[config.mk]
export PLATFORM = sky130hd
export DESIGN_NAME = dqr_ctrl
export DESIGN_NICKNAME = d
export VERILOG_FILES = /design/src/rtl/dqr_pkg.sv /design/src/rtl/dqr_ctrl.sv
export SDC_FILE = /design/constraint.sdc
export NUM_CORES = 1
export LEC_CHECK = 0
export ABC_AREA = 1
export BUFFER_PORTS_ARGS = -buffer_cell sky130_fd_sc_hd__buf_2
export CAP_MARGIN = 20
export CORE_AREA = 3 3 40 42
export DETAILED_ROUTE_END_ITERATION = 12
export DIE_AREA = 0 0 43 45
export PLACE_DENSITY = 0.58
export SLEW_MARGIN = 20
export SYNTH_ARGS = -nofsm -noshare
export SYNTH_HDL_FRONTEND = slang
export SYNTH_SLANG_ARGS = --single-unit
[constraint.sdc]
create_clock -name clk -period 3.8 [get_ports clk]
set_input_delay 0 -clock clk [delete_from_list [all_inputs] [get_ports clk]]
set_output_delay 0 -clock clk [all_outputs]
set_load 0.005 [all_outputs]
[src/rtl/dqr_pkg.sv]
// ----------------------------------------------------------------------------
// dqr_pkg
// Shared types and constants for the double-ended queue with reverse.
// ----------------------------------------------------------------------------
package dqr_pkg;

  localparam int DEPTH = 1024;
  localparam int PTR_W = $clog2(DEPTH);
  localparam int CNT_W = $clog2(DEPTH + 1);

  // command codes
  localparam logic [2:0] CMD_PUSH_FRONT = 3'd0;
  localparam logic [2:0] CMD_PUSH_BACK  = 3'd1;
  localparam logic [2:0] CMD_POP_FRONT  = 3'd2;
  localparam logic [2:0] CMD_POP_BACK   = 3'd3;
  localparam logic [2:0] CMD_REVERSE    = 3'd4;

  // result status codes
  localparam logic [1:0] STATUS_OK    = 2'd0;
  localparam logic [1:0] STATUS_EMPTY = 2'd1;
  localparam logic [1:0] STATUS_FULL  = 2'd2;

  typedef struct packed {
    logic [2:0]         command;
    logic signed [31:0] push_value;
  } req_item_t;

  typedef struct packed {
    logic [1:0]         status;
    logic signed [31:0] pop_value;
  } rsp_item_t;

  typedef enum logic [1:0] {
    S_IDLE,
    S_READ,
    S_WAIT_OUT
  } state_t;

  typedef enum logic [2:0] {
    OP_NONE,
    OP_PUSH_LOW,
    OP_PUSH_HIGH,
    OP_POP_LOW,
    OP_POP_HIGH,
    OP_REVERSE
  } op_t;

  // controller to datapath
  typedef struct packed {
    op_t        op;
    logic       hold_load;
    logic       hold_from_rdata;
    logic [1:0] hold_status;
    logic       out_load;
    logic       out_from_rdata;
  } ctrl_t;

  // datapath to controller
  typedef struct packed {
    logic full;
    logic empty;
    logic reversed;
  } stat_t;

endpackage

[src/rtl/dqr_ctrl.sv]
// ----------------------------------------------------------------------------
// dqr_ctrl
// Controller: decodes commands, sequences the memory read of a pop and
// hands results to the output register.
// ----------------------------------------------------------------------------
module dqr_ctrl (
  input  logic             clk,
  input  logic             rst,
  input  logic             req_valid,
  input  logic [2:0]       command,
  input  logic             rsp_stall,
  input  dqr_pkg::stat_t   stat,
  output logic             req_stall,
  output logic             rsp_valid,
  output dqr_pkg::state_t  state,
  output dqr_pkg::ctrl_t   ctrl
);

  dqr_pkg::state_t state_next;
  logic            rsp_valid_next;
  logic            accept;
  logic            out_free;
  logic            front_cmd;

  assign req_stall = (state != dqr_pkg::S_IDLE);
  assign accept    = req_valid && (state == dqr_pkg::S_IDLE);
  assign out_free  = !rsp_valid || !rsp_stall;
  // front end is the physical low end unless reversed
  assign front_cmd = (command == dqr_pkg::CMD_PUSH_FRONT) ||
                     (command == dqr_pkg::CMD_POP_FRONT);

  always_comb begin
    state_next = state;
    case (state)
      dqr_pkg::S_IDLE: begin
        if (accept) begin
          case (command)
            dqr_pkg::CMD_PUSH_FRONT, dqr_pkg::CMD_PUSH_BACK: begin
              if (stat.full) state_next = dqr_pkg::S_WAIT_OUT;
            end
            dqr_pkg::CMD_POP_FRONT, dqr_pkg::CMD_POP_BACK: begin
              state_next = stat.empty ? dqr_pkg::S_WAIT_OUT : dqr_pkg::S_READ;
            end
            default: state_next = dqr_pkg::S_IDLE;
          endcase
        end
      end
      dqr_pkg::S_READ: begin
        state_next = out_free ? dqr_pkg::S_IDLE : dqr_pkg::S_WAIT_OUT;
      end
      dqr_pkg::S_WAIT_OUT: begin
        if (out_free) state_next = dqr_pkg::S_IDLE;
      end
      default: state_next = dqr_pkg::S_IDLE;
    endcase
  end

  always_comb begin
    ctrl = '{op: dqr_pkg::OP_NONE, hold_load: 1'b0, hold_from_rdata: 1'b0,
             hold_status: dqr_pkg::STATUS_OK, out_load: 1'b0, out_from_rdata: 1'b0};
    case (state)
      dqr_pkg::S_IDLE: begin
        if (accept) begin
          case (command)
            dqr_pkg::CMD_PUSH_FRONT, dqr_pkg::CMD_PUSH_BACK: begin
              if (stat.full) begin
                ctrl.hold_load   = 1'b1;
                ctrl.hold_status = dqr_pkg::STATUS_FULL;
              end else if (front_cmd != stat.reversed) begin
                ctrl.op = dqr_pkg::OP_PUSH_LOW;
              end else begin
                ctrl.op = dqr_pkg::OP_PUSH_HIGH;
              end
            end
            dqr_pkg::CMD_POP_FRONT, dqr_pkg::CMD_POP_BACK: begin
              if (stat.empty) begin
                ctrl.hold_load   = 1'b1;
                ctrl.hold_status = dqr_pkg::STATUS_EMPTY;
              end else if (front_cmd != stat.reversed) begin
                ctrl.op = dqr_pkg::OP_POP_LOW;
              end else begin
                ctrl.op = dqr_pkg::OP_POP_HIGH;
              end
            end
            dqr_pkg::CMD_REVERSE: ctrl.op = dqr_pkg::OP_REVERSE;
            default: ctrl.op = dqr_pkg::OP_NONE;
          endcase
        end
      end
      dqr_pkg::S_READ: begin
        if (out_free) begin
          ctrl.out_load       = 1'b1;
          ctrl.out_from_rdata = 1'b1;
        end else begin
          // output still occupied, park the popped value
          ctrl.hold_load       = 1'b1;
          ctrl.hold_from_rdata = 1'b1;
        end
      end
      dqr_pkg::S_WAIT_OUT: begin
        ctrl.out_load = out_free;
      end
      default: ctrl.op = dqr_pkg::OP_NONE;
    endcase
  end

  assign rsp_valid_next = ctrl.out_load || (rsp_valid && rsp_stall);

  always_ff @(posedge clk) begin
    if (rst) begin
      state     <= dqr_pkg::S_IDLE;
      rsp_valid <= 1'b0;
    end else begin
      state     <= state_next;
      rsp_valid <= rsp_valid_next;
    end
  end

endmodule

==> flow_summary.yaml <==
critical_path:
  critPathBufInv: 3
  path_cells: "bufinv_8, ha_1, nand3_1, inv_1, nand3_1, nand2_1, buf_2"
  critical_path.endpoint: "ctrl[8]"
  endpoint_kind: "output port"
  cpLargestDelayFamily: "buffers and inverters"
  critical_path_cell_count: 7
  r2r_slack_ns: 2.42
  r2r-end: "state[1]"
  critPathMaxFanout: 6
  cp-start-kind: "flop"
  rr_startpoint: "state[0]"
  worstSetupStartpoint: "state[0]"
  path_common_cell: "nand3_1"
  cp.arrival_ns: 1.50
  required_ns: 3.80
  reg2reg_depth: 8
  cpMaxStageDelayCell: "dfxtp_1"
  path_class: "flop to output port"
  cp_slowest_stage_delay_ns: 0.35
floorplan:
  dieArea_um2: 1935
  io_pins: 23
  fp.coreArea_um2: 1285
  die_x_um: 43
  rows: 13
  die_h_um: 45
  start_util_pct: 32.04
synthesis:
  synth_xor_area_share_pct: 3.951
  synth-simple-area-share_pct: 49.54
  ys_warn_count: 0
  ys_seq_area_share_pct: 14.59
  syn_avg_cell_area_um2: 5.798
  synth_fa_ha_area_share_pct: 9.119
  synthesis.instances: 71
  synth_top_family_by_area: "simple AND/OR/NAND/NOR gates"
  synth-compound-area-share_pct: 2.432
  yosysTopAreaCell: "nand2_1"
  netlist_area_um2: 411.6
  synthTopCellsByArea: "nand2_1, dfxtp_1, nor2_1, inv_1, ha_1"
  synth_mux_area_share_pct: 0
  ys_types: 14
  netlist.area_leader.share_pct: 21.88
  ys_seq_elements: 3
  syn_nets: 84
route:
  route.detailed.drc: 0
  avgRoutedWirePerCell_um: 8.717
  drtPass1Iterations: 4
  wl_um: 985
  num_vias: 465
  ant_nets: 0
  drtIter0Drc: 13
  viasPerCell: 4.115
cts:
  cts.hold.buffers_added: 1
  cts.clk_slew.worst_paths_ns: 0.03
  clk_latency_ns: 0.23
  root_buffer: "clkbuf_4"
  ctsLongestPathBuffers: 2
  cts_sinks: 3
  cts_tree: "done"
  cts_made_buffers: 3
  cts_resized: 0
  cts_setup_buffers: 0
  cts.htree.levels: 1
timing:
  tns_ns: 0
  hold_viol_final: 0
  layout_min_cycle_time_ns: 1.496
  fmax_ghz: 0.6686
  setup_viol: 0
  holdWs_ns: 0.07646
  relSlewSlack_pct: 85.91
  worst_pin_slew_ns: 0.2103
  period_share_pct: 39.36
  finalMaxSlewViolations: 0
  fin_worst_skew_ns: 0.0005366
  rsz0062_at_grt: "no"
place:
  dpl_cell_area_um2: 540.5
  place_hpwl_um: 876
  finalWeightedCongestion: 0.7545
  io_buffers: 22
grt:
  antenna_found_initial: 0
  grt_pass1_vias: 461
  grt_max_degree: 7
  grt.overflow.total: 0
  grt_usage_pct: 11.41
  grt_first_pass_wirelength_mm: 1.745
power_and_ir_drop:
  power_density_nw_per_um2: 326.9
  vdd_drop_max_mv: 0.2740
  leakagePower_nw: 0.3951
layout:
  drive_gt1_share_pct: 37.76
  area_growth_pct: 40.12
  n_antenna_cell: 0
  nNetsFinal: 112
  design_area_um2: 576.8
outcome:
  status: "finished clean"
run:
  maxCapViolations: 0
hold_path:
  hp-class: "input port to flop"
-- kinds of logic after synthesis --
kind of cell	Yosys count
AOI/OAI and AO/OA	2
xor gates and xnor gates	1
adders and majority gates	3
buffers and inverters	15
DFF	3
and+or+nand+nor	47
-- cell type report --
cell class / instances / area, µm²
Fill cell: 146 / 708.2
Timing Repair Buffer: 23 / 120.1
Sequential cell: 3 / 60.06
Multi-Input combinational cell: 53 / 267.8
Tap cell: 15 / 18.77
Inverter: 15 / 83.83
Clock buffer: 4 / 26.28
-- flip-flops by register name (all words and copies together) (netlist names) --
signal / flops
state: 2
rsp_valid: 1
-- worst min path at each step --
stage / startpoint / endpoint / slack (ns) / cells past startpoint
6_report: rsp_stall / rsp_valid / 0.08 / 3
2_1_floorplan: rst / rsp_valid / 0.07 / 1
3_5_place_dp: rst / rsp_valid / 0.18 / 2
4_1_cts: rsp_stall / rsp_valid / 0.08 / 3
5_1_grt: rsp_stall / rsp_valid / 0.12 / 3
3_3_place_gp: rst / rsp_valid / 0.18 / 2
-- worst min-delay path: cells and delay by family --
kind                   cells  cell delay (ns)
AO/OA/AOI/OAI              1             0.06
buffers and inverters      1             0.11
AND/OR/NAND/NOR            1             0.09
-- report_power, final --
group / internal (mW) / switching [mW] / total [mW]
registers: 0.0372 / 0.00363 / 0.0409
logic: 0.0452 / 0.0472 / 0.0924
clock network: 0.0393 / 0.0159 / 0.0553
total: 0.122 / 0.0668 / 0.189
-- metal layers --
| layer | wire length, µm | share of wire (%) | global-route usage, % |
|---|---|---|---|
| met3 | 102 | 10 | 4.781 |
| met5 | 0 | 0 | 0 |
| met4 | 0 | 0 | 1.807 |
| met2 | 452 | 46 | 20.36 |
| met1 | 430 | 44 | 13.01 |
-- stage by stage --
stage	utilization (%)	power, mW	cells	worst slack, ns
global route	44.89	0.2077	113	2.124
CTS	44.89	0.1923	113	2.275
finish	44.89	0.1885	113	2.304
global placement	42.06	0.1347	108	2.422
detailed placement	42.06	0.1346	108	2.428
floorplan	-	0.1028	71	2.502
-- cells in the mapped netlist, drive strengths merged --
library cell,n
nand2,24
nor2,18
inv,13
nand3,4
dfxtp,3
ha,3
bufinv,2
a21oi,1
nand4,1
o21ai,1
xnor2,1
-- cell usage in the layout (no fill, tap or decap) --
| cell | count |
|---|---|
| nand2_1 | 24 |
| buf_2 | 22 |
| nor2_1 | 12 |
| inv_1 | 11 |
| nor2_2 | 6 |
| nand3_1 | 3 |
| ha_1 | 3 |
| clkbuf_4 | 3 |
| dfxtp_1 | 3 |
| inv_2 | 2 |
| bufinv_8 | 2 |
| xnor2_2 | 1 |
| nand4_1 | 1 |
| nand3_2 | 1 |
| a21oi_1 | 1 |
| o21ai_1 | 1 |
| clkbuf_1 | 1 |
| dlygate4sd3_1 | 1 |
Note: power is estimated with default switching activity, not from simulation.
